==> src/rtl/lapm_pkg.sv <==
// lapm_pkg: shared types, constants and tables of the logit refiner
// depends on nothing; imported by lapm_row_div and logit_apm_refiner_core
`default_nettype none

package lapm_pkg;

   localparam int MAX_CONTEXTS = 256;
   localparam int BIN_COUNT    = 33;
   localparam int FRAC_BITS    = 12;

   localparam int ONE_Q       = 1 << FRAC_BITS;
   localparam int SPAN_BITS   = FRAC_BITS + 4;
   localparam int HALF_BITS   = FRAC_BITS - 1;
   localparam int EDGE_MARGIN = (ONE_Q + 50) / 100;

   localparam int IN_W    = 16;
   localparam int CTX_W   = 32;
   localparam int LOGIT_W = 20;
   localparam int RATE_W  = 16;
   localparam int BLEND_W = 17;
   localparam int CNT_W   = 9;
   localparam int CSR_IDX_W = 2;

   localparam int ROW_BITS    = $clog2(MAX_CONTEXTS);
   localparam int BIN_BITS    = $clog2(BIN_COUNT);
   localparam int TABLE_DEPTH = MAX_CONTEXTS * BIN_COUNT;
   localparam int ADDR_BITS   = $clog2(TABLE_DEPTH);
   localparam int POS_W       = IN_W + BIN_BITS;

   localparam int X_LO = -8 * ONE_Q + EDGE_MARGIN;
   localparam int X_HI = 8 * ONE_Q - EDGE_MARGIN;

   localparam logic [CSR_IDX_W-1:0] CSR_CONTEXT_COUNT = 2'd0;
   localparam logic [CSR_IDX_W-1:0] CSR_LEARN_RATE    = 2'd1;
   localparam logic [CSR_IDX_W-1:0] CSR_BLEND_AMOUNT  = 2'd2;

   typedef logic signed [LOGIT_W-1:0] logit_type;
   typedef logit_type ramp_table_type [BIN_COUNT];
   typedef logic [16:0] prob_type;

   typedef struct packed {
      logic                done;
      logic [ROW_BITS-1:0] rem;
   } div_status_type;

   function automatic ramp_table_type build_ramp();
      ramp_table_type t;
      for (int b = 0; b < BIN_COUNT; b++) begin
         t[b] = LOGIT_W'(-8 * ONE_Q +
                (b * (16 * ONE_Q) + (BIN_COUNT - 1) / 2) / (BIN_COUNT - 1));
      end
      return t;
   endfunction

   localparam ramp_table_type RAMP_TABLE = build_ramp();

   localparam prob_type LOGISTIC_POINTS [17] = '{
      17'd32768, 17'd40793, 17'd47911, 17'd53581, 17'd57724, 17'd60565,
      17'd62428, 17'd63615, 17'd64357, 17'd64816, 17'd65097, 17'd65269,
      17'd65374, 17'd65438, 17'd65476, 17'd65500, 17'd65514
   };

   function automatic logit_type sat_logit(input logic signed [23:0] v);
      logit_type r;
      if (v < -24'sd524288) begin
         r = -20'sd524288;
      end else if (v > 24'sd524287) begin
         r = 20'sd524287;
      end else begin
         r = v[LOGIT_W-1:0];
      end
      return r;
   endfunction

endpackage

`default_nettype wire

==> src/rtl/lapm_row_div.sv <==
// lapm_row_div: context modulo context count, four quotient bits per cycle
// depends on lapm_pkg
`default_nettype none

module lapm_row_div
   import lapm_pkg::*;
(
   input  wire logic             clock,
   input  wire logic             reset,
   input  wire logic             start,
   input  wire logic [CTX_W-1:0] dividend,
   input  wire logic [CNT_W-1:0] divisor,
   output div_status_type        status
);

   localparam int DIGITS = 4;
   localparam int STEPS  = CTX_W / DIGITS;
   localparam int STEP_W = $clog2(STEPS);

   logic                run_ff, run_in;
   logic                done_ff, done_in;
   logic [STEP_W-1:0]   step_ff, step_in;
   logic [CTX_W-1:0]    dvd_ff, dvd_in;
   logic [CNT_W-1:0]    dvs_ff, dvs_in;
   logic [ROW_BITS-1:0] rem_ff, rem_in;
   logic [ROW_BITS-1:0] rem_next;

   always_comb begin
      logic [CNT_W-1:0] t;
      logic [ROW_BITS-1:0] r;
      r = rem_ff;
      for (int k = 0; k < DIGITS; k++) begin
         t = {r, dvd_ff[CTX_W-1-k]};
         if (t >= dvs_ff) begin
            t = t - dvs_ff;
         end
         r = t[ROW_BITS-1:0];
      end
      rem_next = r;
   end

   always_comb begin
      run_in  = run_ff;
      done_in = 1'b0;
      step_in = step_ff;
      dvd_in  = dvd_ff;
      dvs_in  = dvs_ff;
      rem_in  = rem_ff;
      if (start) begin
         run_in  = 1'b1;
         step_in = '0;
         dvd_in  = dividend;
         dvs_in  = divisor;
         rem_in  = '0;
      end else if (run_ff) begin
         rem_in  = rem_next;
         dvd_in  = dvd_ff << DIGITS;
         step_in = step_ff + 1'b1;
         if (step_ff == STEP_W'(STEPS - 1)) begin
            run_in  = 1'b0;
            done_in = 1'b1;
         end
      end
   end

   always_ff @(posedge clock) begin
      if (reset) begin
         run_ff  <= 1'b0;
         done_ff <= 1'b0;
         step_ff <= '0;
      end else begin
         run_ff  <= run_in;
         done_ff <= done_in;
         step_ff <= step_in;
      end
      dvd_ff <= dvd_in;
      dvs_ff <= dvs_in;
      rem_ff <= rem_in;
   end

   assign status.done = done_ff;
   assign status.rem  = rem_ff;

endmodule

`default_nettype wire

==> config.mk <==
export PLATFORM = sky130hd
export DESIGN_NAME = lapm_row_div
export DESIGN_NICKNAME = d
export VERILOG_FILES = /design/src/rtl/lapm_pkg.sv /design/src/rtl/lapm_row_div.sv
export SDC_FILE = /design/constraint.sdc
export NUM_CORES = 1
export LEC_CHECK = 0
export BUFFER_PORTS_ARGS = -buffer_cell sky130_fd_sc_hd__buf_2
export CAP_MARGIN = 15
export CORE_ASPECT_RATIO = 0.5
export CORE_MARGIN = 5
export CORE_UTILIZATION = 63
export CTS_BUF_LIST = sky130_fd_sc_hd__clkbuf_4
export CTS_CLUSTER_SIZE = 8
export DETAILED_ROUTE_END_ITERATION = 12
export PLACE_DENSITY_LB_ADDON = 0.05
export SKIP_CTS_REPAIR_TIMING = 1
export SYNTH_ARGS = -nofsm -noshare
export SYNTH_HDL_FRONTEND = slang
export SYNTH_SLANG_ARGS = --single-unit
==> constraint.sdc <==
create_clock -name clock -period 12.4 [get_ports clock]
set_clock_uncertainty 0.1 [all_clocks]
set_input_delay 0.62 -clock clock [delete_from_list [all_inputs] [get_ports clock]]
set_output_delay 0.62 -clock clock [all_outputs]
set_load 0.01 [all_outputs]
==> results of run 1 <==
==> final cells by class <==
type | count | share of cell area
clock buffer | 5 | 0.00883
clock inverter | 3 | 0.0112
inverter | 27 | 0.0239
multi-input combinational | 269 | 0.519
sequential | 54 | 0.351
tap | 77 | 0.0227
timing repair buffer | 53 | 0.0630
==> flip-flops by register name (all words and copies together), names as in the netlist <==
signal	cells
dvd_ff	32
rem_ff	8
run_ff	1
step_ff	3
done_ff	1
dvs_ff	9
==> through the flow <==
step                cell area, um^2  hold slack (ns)
global placement               4160            0.412
floorplan                      3850            0.397
finish                         4250            0.300
CTS                            4250            0.275
global route                   4250            0.262
detailed placement             4160            0.437
==> power by group <==
part | internal (mW) | switching (mW) | total, mW
clock | 0.0436 | 0.0602 | 0.104
combinational | 0.316 | 0.416 | 0.732
sequential | 0.219 | 0.0155 | 0.235
total | 0.579 | 0.491 | 1.07
==> how the worst max path moves through the flow <==
stage | from | endpoint | slack, ns | depth (start not counted)
floorplan | dvs_ff[1] | rem_ff[7] | 5.61 | 30
global placement | dvs_ff[1] | rem_ff[7] | 5.17 | 29
detailed placement | dvs_ff[1] | rem_ff[7] | 4.92 | 30
CTS | dvs_ff[1] | rem_ff[7] | 4.88 | 30
global route | dvs_ff[1] | rem_ff[2] | 4.24 | 31
finish | dvs_ff[1] | rem_ff[2] | 4.85 | 31
==> cell families after synthesis <==
family	share of synthesized area
DFF	0.388
muxes	0.128
AOI/OAI and AO/OA	0.138
xor gates and xnor gates	0.0501
adders and majority gates	0.144
buffers and inverters	0.0384
and+or+nand+nor	0.114
==> metal layers <==
metal  GRT usage  part of all wire
met5           0                 0
met4      0.0862             0.025
met3      0.0542             0.081
met2       0.395              0.46
met1       0.298              0.43
==> cells in the mapped netlist, types with 9 or more instances <==
master / count / share of area
a21o_1: 9 / 0.018
a21oi_1: 20 / 0.026
dfxtp_1: 13 / 0.068
edfxtp_1: 41 / 0.32
ha_1: 38 / 0.12
inv_1: 27 / 0.026
mux2_2: 37 / 0.11
nand2_1: 15 / 0.015
nand2b_1: 9 / 0.015
nor2_1: 21 / 0.020
o21ai_0: 10 / 0.013
xnor2_1: 15 / 0.034
==> summary.txt, run 1 <==
Status
  • Run status: finished clean

Drt
  • Initial drt markers: 184
  • DR WL/cell: 18.1 um
  • Pre-antenna DRT Iters: 4
  • Vias/cell: 5.93
  • Drt total wl: approximately 9000 um
  • Post-route ant nets: 0
  • Detailed-route via count: about 2,900
  • DRC errors left: 0

Critical path
  • R2R Setup Slk: between 4 and 5 ns
  • Crit path DAT: 7.77 ns
  • Worst EP required: 12.63 ns
  • R2R cell count: 31
  • CP endpoint kind: flop
  • Critical path's most frequent cell: ha_1
  • Setup CP Type: flop to flop
  • Max FO, Critical Path: 17
  • Kind of cell adding the most delay to the critical path: compound AO/OA/AOI/OAI gates
  • RR Startpoint: dvs_ff[1]
  • Crit-path max cell delay: 0.49 ns
  • CP max stage cell: edfxtp_1
  • R2r endpoint: rem_ff[2]
  • Critical path launch point type: flop
  • Buf+Inv Stages, Crit Path: 2

STA
  • Final period utilization: 0.609
  • Fin. max-slew vios: 0
  • Setup slack after layout: a little under 5 ns
  • FMAX: 133 MHz
  • Final hold vios: 0
  • Slew @ Worst Pin: between 0.7 and 0.8 ns
  • RSZ-0062 raised after global routing: no
  • Min cycle time layout: ~7.5 ns
  • Slew HR: 0.494
  • # setup viols final: 0
  • Setup total negative slack: 0 ns

Clocking
  • CTS Root Cell: clkbuf_4
  • H-tree depth: 2
  • Worst-Skew Late Latency: 0.38 ns
  • Clk pin slew, worst setup/hold paths: 0.17 ns
  • Longest Clk Path Bufs: 2
  • CTS Buf Count: 5
  • CTS tree: built
  • Num Clock Sinks: 54

Finish
  • Post-Layout Cell Count: between 400 and 500
  • Commonest non-fill, non-tap cell in the layout: buf_2
  • Final Util: 0.708
  • Area grow syn2layout: 10.5%
  • Ant. Diodes: 0
  • Storage element area: 1490 um^2
  • Multi-input logic area: 2210 um^2
  • Fillcell total: 449
  • Commonest non-fill, non-tap cells in the layout: buf_2 (52), edfxtp_1 (41), ha_1 (38)
  • Final net count: between 400 and 500
  • Layout cells sized above 1: 0.275

Global routing
  • Largest net degree at the start of global routing: 56
  • GRT Total Usage: 0.234
  • GRT overflow: 0
  • Initial antenna violation count: 0
  • First-pass GRT wire length: 14,200 um
  • Vias in the first global route: 2,960

Hold path
  • WHS Path Cells: 1
  • Hold wc startpoint: divisor[3]
  • Hold Path Sink: dvs_ff[3]
  • Hold Path Class: input pin to flop

Yosys
  • Syn_area_per_cell: 10.7 um^2
  • Register bit total from synthesis: 54
  • Sequential area share after synthesis: 0.388
  • Post-synthesis cell type count: 53
  • Cell Area, Synth: 3850 um^2
  • Most used DFF post-synth: edfxtp_1
  • Synth warnings: 0
  • Syn Nets: 446
  • Mapped Cells: 360
  • Ys async rst share: 0
  • Post-synth EDFFs: 41

Floorplanning
  • Full die area: 7860 um^2
  • I/O pin count: between 50 and 60
  • Die Wd: 121 um
  • Die Height: 65.3 um
  • Std cell rows: 20
  • Core area: 6010 um^2
  • Initial Utilization: 0.640

Power and ir drop
  • VDD IR max: 0.0977 mV
  • Total power: 1.07 mW
  • Static Leak: 1.87 nW
  • Pwr per Cell Area: around 250 nW/um^2

Place
  • DP Wirelength: 6880 um
  • I/O Buffers: 52
  • Routability congestion estimate: 0.991
  • Cell count after placement: 480
  • Dpl ws: 4.92 ns

Flow run
  • Total of max-cap violations: 0
Power figures use the tool's default switching activity.
==> inputs of run 2 (changes only) <==
CORE_UTILIZATION = 60   (was 63)
clock period = 7.85 ns   (was 12.4 ns; I/O delays follow)
==> summary.txt, run 2 (same netlist as run 1, synthesis figures left out) <==
Status
  • Run status: finished clean (unchanged)

Floorplanning
  • Full die area: 8210 um^2 (was 7860 um^2)
  • Initial Utilization: 0.625 (was 0.640)
  • Die Height: 66.6 um (was 65.3 um)
  • Core area: 6160 um^2 (was 6010 um^2)
  • I/O pin count: 53 (unchanged)
  • Std cell rows: 20 (unchanged)
  • Die Wd: 123 um (was 121 um)

Place
  • I/O Buffers: 52 (unchanged)
  • Placed cell area: 4180 um^2 (was 4160 um^2)
  • DP Wirelength: 6690 um (was 6880 um)
  • Routability congestion estimate: 0.985 (was 0.991)

Hold path
  • Hold wc startpoint: divisor[0] (was divisor[3])
  • WHS Path Cells: 1 (unchanged)
  • Hold Path Sink: dvs_ff[0] (was dvs_ff[3])
  • Hold Path Class: input pin to flop (unchanged)

Drt
  • Detailed-route via count: 2,906 (was 2,894)
  • Vias/cell: 5.75 (was 5.93)
  • Post-route ant nets: 0 (unchanged)
  • Pre-antenna DRT Iters: 4 (unchanged)
  • DRC errors left: 0 (unchanged)
  • DR WL/cell: 17.2 um (was 18.1 um)
  • Initial drt markers: 229 (was 184)
  • Drt total wl: 8680 um (was 8810 um)

Global routing
  • Largest net degree at the start of global routing: 56 (unchanged)
  • Initial antenna violation count: 0 (unchanged)
  • First-pass GRT wire length: 14,100 um (was 14,200 um)
  • GRT overflow: 0 (unchanged)
  • GRT Total Usage: 0.224 (was 0.234)
  • Vias in the first global route: 2,939 (was 2,960)

Finish
  • Commonest non-fill, non-tap cell in the layout: buf_2 (unchanged)
  • Final instance area: 4320 um^2 (was 4250 um^2)
  • Final net count: 502 (was 496)
  • Largest regs: dvd_ff (32), dvs_ff (9), rem_ff (8) (unchanged)
  • Commonest non-fill, non-tap cells in the layout: buf_2 (52), edfxtp_1 (41), ha_1 (38) (unchanged)
  • Fillcell total: 470 (was 449)
  • Layout cells sized above 1: 0.288 (was 0.275)
  • Register name with the most flops: dvd_ff (unchanged)
  • Area grow syn2layout: 12.2% (was 10.5%)
  • Ant. Diodes: 0 (unchanged)
  • Number of flip-flops in the largest register: 32 (unchanged)

Clocking
  • CTS Root Cell: clkbuf_4 (unchanged)
  • Clk pin slew, worst setup/hold paths: 0.15 ns (was 0.17 ns)
  • Num Clock Sinks: 54 (unchanged)
  • CTS Buf Count: 5 (unchanged)
  • CTS tree: built (unchanged)
  • Worst-Skew Late Latency: 0.36 ns (was 0.38 ns)
  • H-tree depth: 2 (unchanged)
  • Longest Clk Path Bufs: 2 (unchanged)

STA
  • Final hold vios: 0 (unchanged)
  • Setup total negative slack: 0 ns (unchanged)
  • Slew HR: 0.494 (about the same)
  • Final period utilization: 0.932 (was 0.609)
  • Slew @ Worst Pin: 0.759 ns (was 0.758 ns)
  • Min cycle time layout: 7.32 ns (was 7.55 ns)
  • # setup viols final: 0 (unchanged)
  • Fin. max-slew vios: 0 (unchanged)
  • RSZ-0062 raised after global routing: no (unchanged)
  • FMAX: 137 MHz (was 133 MHz)

Critical path
  • R2R cell count: 31 (unchanged)
  • RR Startpoint: dvs_ff[1] (unchanged)
  • Crit-path max cell delay: 0.50 ns (was 0.49 ns)
  • Critical path's most frequent cell: ha_1 (unchanged)
  • Critical path launch point type: flop (unchanged)
  • R2r endpoint: rem_ff[2] (unchanged)
  • Max FO, Critical Path: 11 (was 17)
  • Crit path DAT: 7.51 ns (was 7.77 ns)
  • CP endpoint kind: flop (unchanged)
  • Worst EP required: 8.04 ns (was 12.63 ns)
  • R2R Setup Slk: 0.53 ns (was 4.85 ns)
  • CP max stage cell: edfxtp_1 (unchanged)
  • Setup CP Type: flop to flop (unchanged)

Power and ir drop
  • Static Leak: 1.91 nW (was 1.87 nW)
  • VDD IR max: 0.153 mV (was 0.0977 mV)
  • Pwr per Cell Area: 396 nW/um^2 (was 252 nW/um^2)

Flow run
  • Total of max-cap violations: 0 (unchanged)
-- run 2: cell count changes in the layout (fill, tap and decap cells not counted), sizes merged --
cell,previous run,this run
buf,53,59
-- run 2: cell type report --
class | count | area (um^2) | area share
Clock inverter | 3 | 42.5 | 0.00986
Multi-Input combinational cell | 269 | 2220 | 0.514
Sequential cell | 54 | 1490 | 0.346
Tap cell | 88 | 110 | 0.0255
Inverter | 27 | 101 | 0.0235
Timing Repair Buffer | 59 | 313 | 0.0725
Clock buffer | 5 | 37.5 | 0.00870
-- run 2: worst max-delay path by stage --
stage                     cells after the start  slack (ns)        end      start
after floorplan                              30        1.06  rem_ff[7]  dvs_ff[1]
after global placement                       28        0.64  rem_ff[7]  dvs_ff[1]
after detailed placement                     30        0.37  rem_ff[7]  dvs_ff[1]
after CTS                                    29        0.33  rem_ff[7]  dvs_ff[1]
after global routing                         30        0.02  rem_ff[7]  dvs_ff[1]
final                                        31        0.53  rem_ff[2]  dvs_ff[1]
-- run 2: worst max-delay path, delay by kind of cell, from the launching register on --
family | cells | cell delay [ns]
compound gates | 13 | 3.11
fa+ha+maj | 4 | 1.04
buf+inv | 3 | 0.43
flops | 1 | 0.50
mux | 1 | 0.25
simple gates | 10 | 1.82
-- run 2: metrics by stage --
stage | std cells | power [mW] | utilization | hold slack [ns] | setup slack, ns
final | 505 | 1.71 | 0.701 | 0.101 | 0.532
after global routing | 505 | 1.85 | 0.701 | 0.0598 | 0.0152
after CTS | 499 | 1.64 | 0.692 | 0.0791 | 0.331
after detailed placement | 491 | 1.48 | 0.679 | 0.415 | 0.366
after global placement | 491 | 1.47 | 0.679 | 0.412 | 0.638
after floorplan | 360 | 1.26 | - | 0.365 | 1.06
-- run 2: power by group --
group          total, mW  switching [mW]  internal (mW)
clock              0.154          0.0861         0.0674
combinational       1.19           0.655          0.530
sequential         0.372          0.0256          0.346
-- run 2: layer usage --
layer  track usage  share of wire  vias up
met4        0.0745          0.025        0
li1              -              -     1429
met3        0.0526          0.078       17
met5             0              0        -
met1         0.294           0.45     1355
met2         0.366           0.45      105
==> inputs of run 3 (changes only) <==
CORE_UTILIZATION = 55   (was 60)
REMOVE_ABC_BUFFERS = 1   (was not set)
==> summary.txt, run 3 (same netlist as run 1, synthesis figures left out) <==
Finish
  • Commonest non-fill, non-tap cell in the layout: buf_2 (unchanged)
  • Multi-input logic area: 2220 um^2 (about the same)
  • Final net count: 500 (was 502)
  • Ant. Diodes: 0 (unchanged)
  • Largest regs: dvd_ff (32), dvs_ff (9), rem_ff (8) (unchanged)
  • Final instance area: 4310 um^2 (was 4320 um^2)
  • Fillcell total: 578 (was 470)
  • Register name with the most flops: dvd_ff (unchanged)
  • Layout cells sized above 1: 0.287 (was 0.288)
  • Commonest non-fill, non-tap cells in the layout: buf_2 (52), edfxtp_1 (41), ha_1 (38) (unchanged)
  • Area grow syn2layout: 12.2% (about the same)
  • Final Util: 0.641 (was 0.701)
  • Number of flip-flops in the largest register: 32 (unchanged)
  • Storage element area: 1490 um^2 (unchanged)

Critical path
  • Buf+Inv Stages, Crit Path: 2 (was 3)
  • CP max stage cell: edfxtp_1 (unchanged)
  • Max FO, Critical Path: 12 (was 11)
  • Critical path launch point type: flop (unchanged)
  • Crit path from: dvs_ff[1] (unchanged)
  • Crit-path max cell delay: 0.49 ns (was 0.50 ns)
  • Critical path's most frequent cell: ha_1 (unchanged)
  • Worst EP required: 8.05 ns (was 8.04 ns)
  • Crit path DAT: 7.57 ns (was 7.51 ns)
  • Kind of cell adding the most delay to the critical path: compound AO/OA/AOI/OAI gates (unchanged)
  • CP endpoint kind: flop (unchanged)
  • R2R Setup Slk: 0.48 ns (was 0.53 ns)
  • RR Startpoint: dvs_ff[1] (unchanged)
  • Setup CP Type: flop to flop (unchanged)

Global routing
  • Largest net degree at the start of global routing: 56 (unchanged)
  • GRT overflow: 0 (unchanged)
  • Initial antenna violation count: 0 (unchanged)
  • First-pass GRT wire length: 14,100 um (about the same)
  • GRT Total Usage: 0.197 (was 0.224)
  • Vias in the first global route: 2,924 (was 2,939)

Power and ir drop
  • VDD IR max: 0.163 mV (was 0.153 mV)
  • Switching power: 0.766 mW (was 0.767 mW)
  • Power Internal: 0.946 mW (was 0.944 mW)
  • Sw Share: 0.448 (about the same)
  • Clock Power Share: 0.094 (was 0.090)
  • Pwr per Cell Area: 397 nW/um^2 (was 396 nW/um^2)
  • Seq pwr share: 0.218 (was 0.217)
  • Combinational share of power: 0.687 (was 0.693)
  • Static Leak: 1.90 nW (was 1.91 nW)

Floorplanning
  • I/O pin count: 53 (unchanged)
  • Die Height: 69.1 um (was 66.6 um)
  • Full die area: 8870 um^2 (was 8210 um^2)
  • Initial Utilization: 0.572 (was 0.625)
  • Std cell rows: 21 (was 20)
  • Die Wd: 128 um (was 123 um)
  • Core area: 6730 um^2 (was 6160 um^2)

Place
  • Placed cell area: 4180 um^2 (about the same)
  • Routability congestion estimate: 0.908 (was 0.985)
  • DP Wirelength: 6710 um (was 6690 um)
  • I/O Buffers: 52 (unchanged)

STA
  • Final hold vios: 0 (unchanged)
  • Min cycle time layout: 7.37 ns (was 7.32 ns)
  • Slew HR: 0.491 (was 0.494)
  • Setup total negative slack: 0 ns (unchanged)
  • RSZ-0062 raised after global routing: no (unchanged)
  • Slew @ Worst Pin: 0.763 ns (was 0.759 ns)
  • # setup viols final: 0 (unchanged)
  • Final period utilization: 0.939 (was 0.932)
  • FMAX: 136 MHz (was 137 MHz)
  • Fin. max-slew vios: 0 (unchanged)

Clocking
  • Num Clock Sinks: 54 (unchanged)
  • CTS Root Cell: clkbuf_4 (unchanged)
  • Clk pin slew, worst setup/hold paths: 0.16 ns (was 0.15 ns)
  • CTS Buf Count: 5 (unchanged)
  • Worst-Skew Late Latency: 0.38 ns (was 0.36 ns)
  • H-tree depth: 2 (unchanged)
  • Longest Clk Path Bufs: 2 (unchanged)
  • CTS tree: built (unchanged)

Drt
  • Pre-antenna DRT Iters: 4 (unchanged)
  • Post-route ant nets: 0 (unchanged)
  • Detailed-route via count: 2,855 (was 2,906)
  • Met3 WL: 518 um (was 679 um)
  • DR WL/cell: 16.7 um (was 17.2 um)
  • Vias/cell: 5.63 (was 5.75)
  • DRC errors left: 0 (unchanged)
  • Met2 Wirelength: 3670 um (was 3870 um)
  • Initial drt markers: 123 (was 229)
  • Top routing layer used: met4 (unchanged)
  • Wl on met1: 4110 um (was 3910 um)
  • Drt total wl: 8450 um (was 8680 um)

Status
  • Run status: finished clean (unchanged)

Hold path
  • Hold Path Class: input pin to flop (unchanged)
  • Hold wc startpoint: divisor[5] (was divisor[0])

Flow run
  • Total of max-cap violations: 0 (unchanged)
-- run 3: final cells by class --
cell class,count,area share
tap,92,0.0267
timing repair buffer,57,0.0690
clock inverter,3,0.0113
multi-input combinational,269,0.515
clock buffer,5,0.00870
inverter,27,0.0235
sequential,54,0.346
-- run 3: stage by stage --
| stage | setup WS (ns) | cells | hold WS (ns) | power (mW) |
|---|---|---|---|---|
| final | 0.478 | 507 | 0.0739 | 1.71 |
| after CTS | 0.235 | 503 | 0.0583 | 1.66 |
| after global routing | 0.00988 | 507 | 0.0515 | 1.85 |
| after global placement | 0.422 | 495 | 0.413 | 1.47 |
| after detailed placement | 0.256 | 495 | 0.433 | 1.49 |
| after floorplan | 1.13 | 350 | 0.365 | 1.25 |
-- run 3: routing by layer --
| metal | track usage | up-vias |
|---|---|---|
| met1 | 0.274 | 1357 |
| met3 | 0.0471 | 14 |
| met5 | 0 | - |
| met2 | 0.308 | 60 |
| met4 | 0.0553 | 0 |
| li1 | - | 1424 |
-- run 3: power groups by stage --
stage	logic [mW]	clock network, mW	registers (mW)
floorplan	0.873	0	0.374
global placement	1.10	0	0.378
detailed placement	1.11	0	0.380
CTS	1.12	0.166	0.373
global route	1.29	0.180	0.377
finish	1.18	0.162	0.373
-- run 3: path summary, 6_finish.rpt --
kind,cells after the start,end
setup / recovery,29,rem_ff[7]
hold / removal,1,dvs_ff[5]
setup reg to reg,29,rem_ff[7]
hold reg to reg,2,step_ff[1]
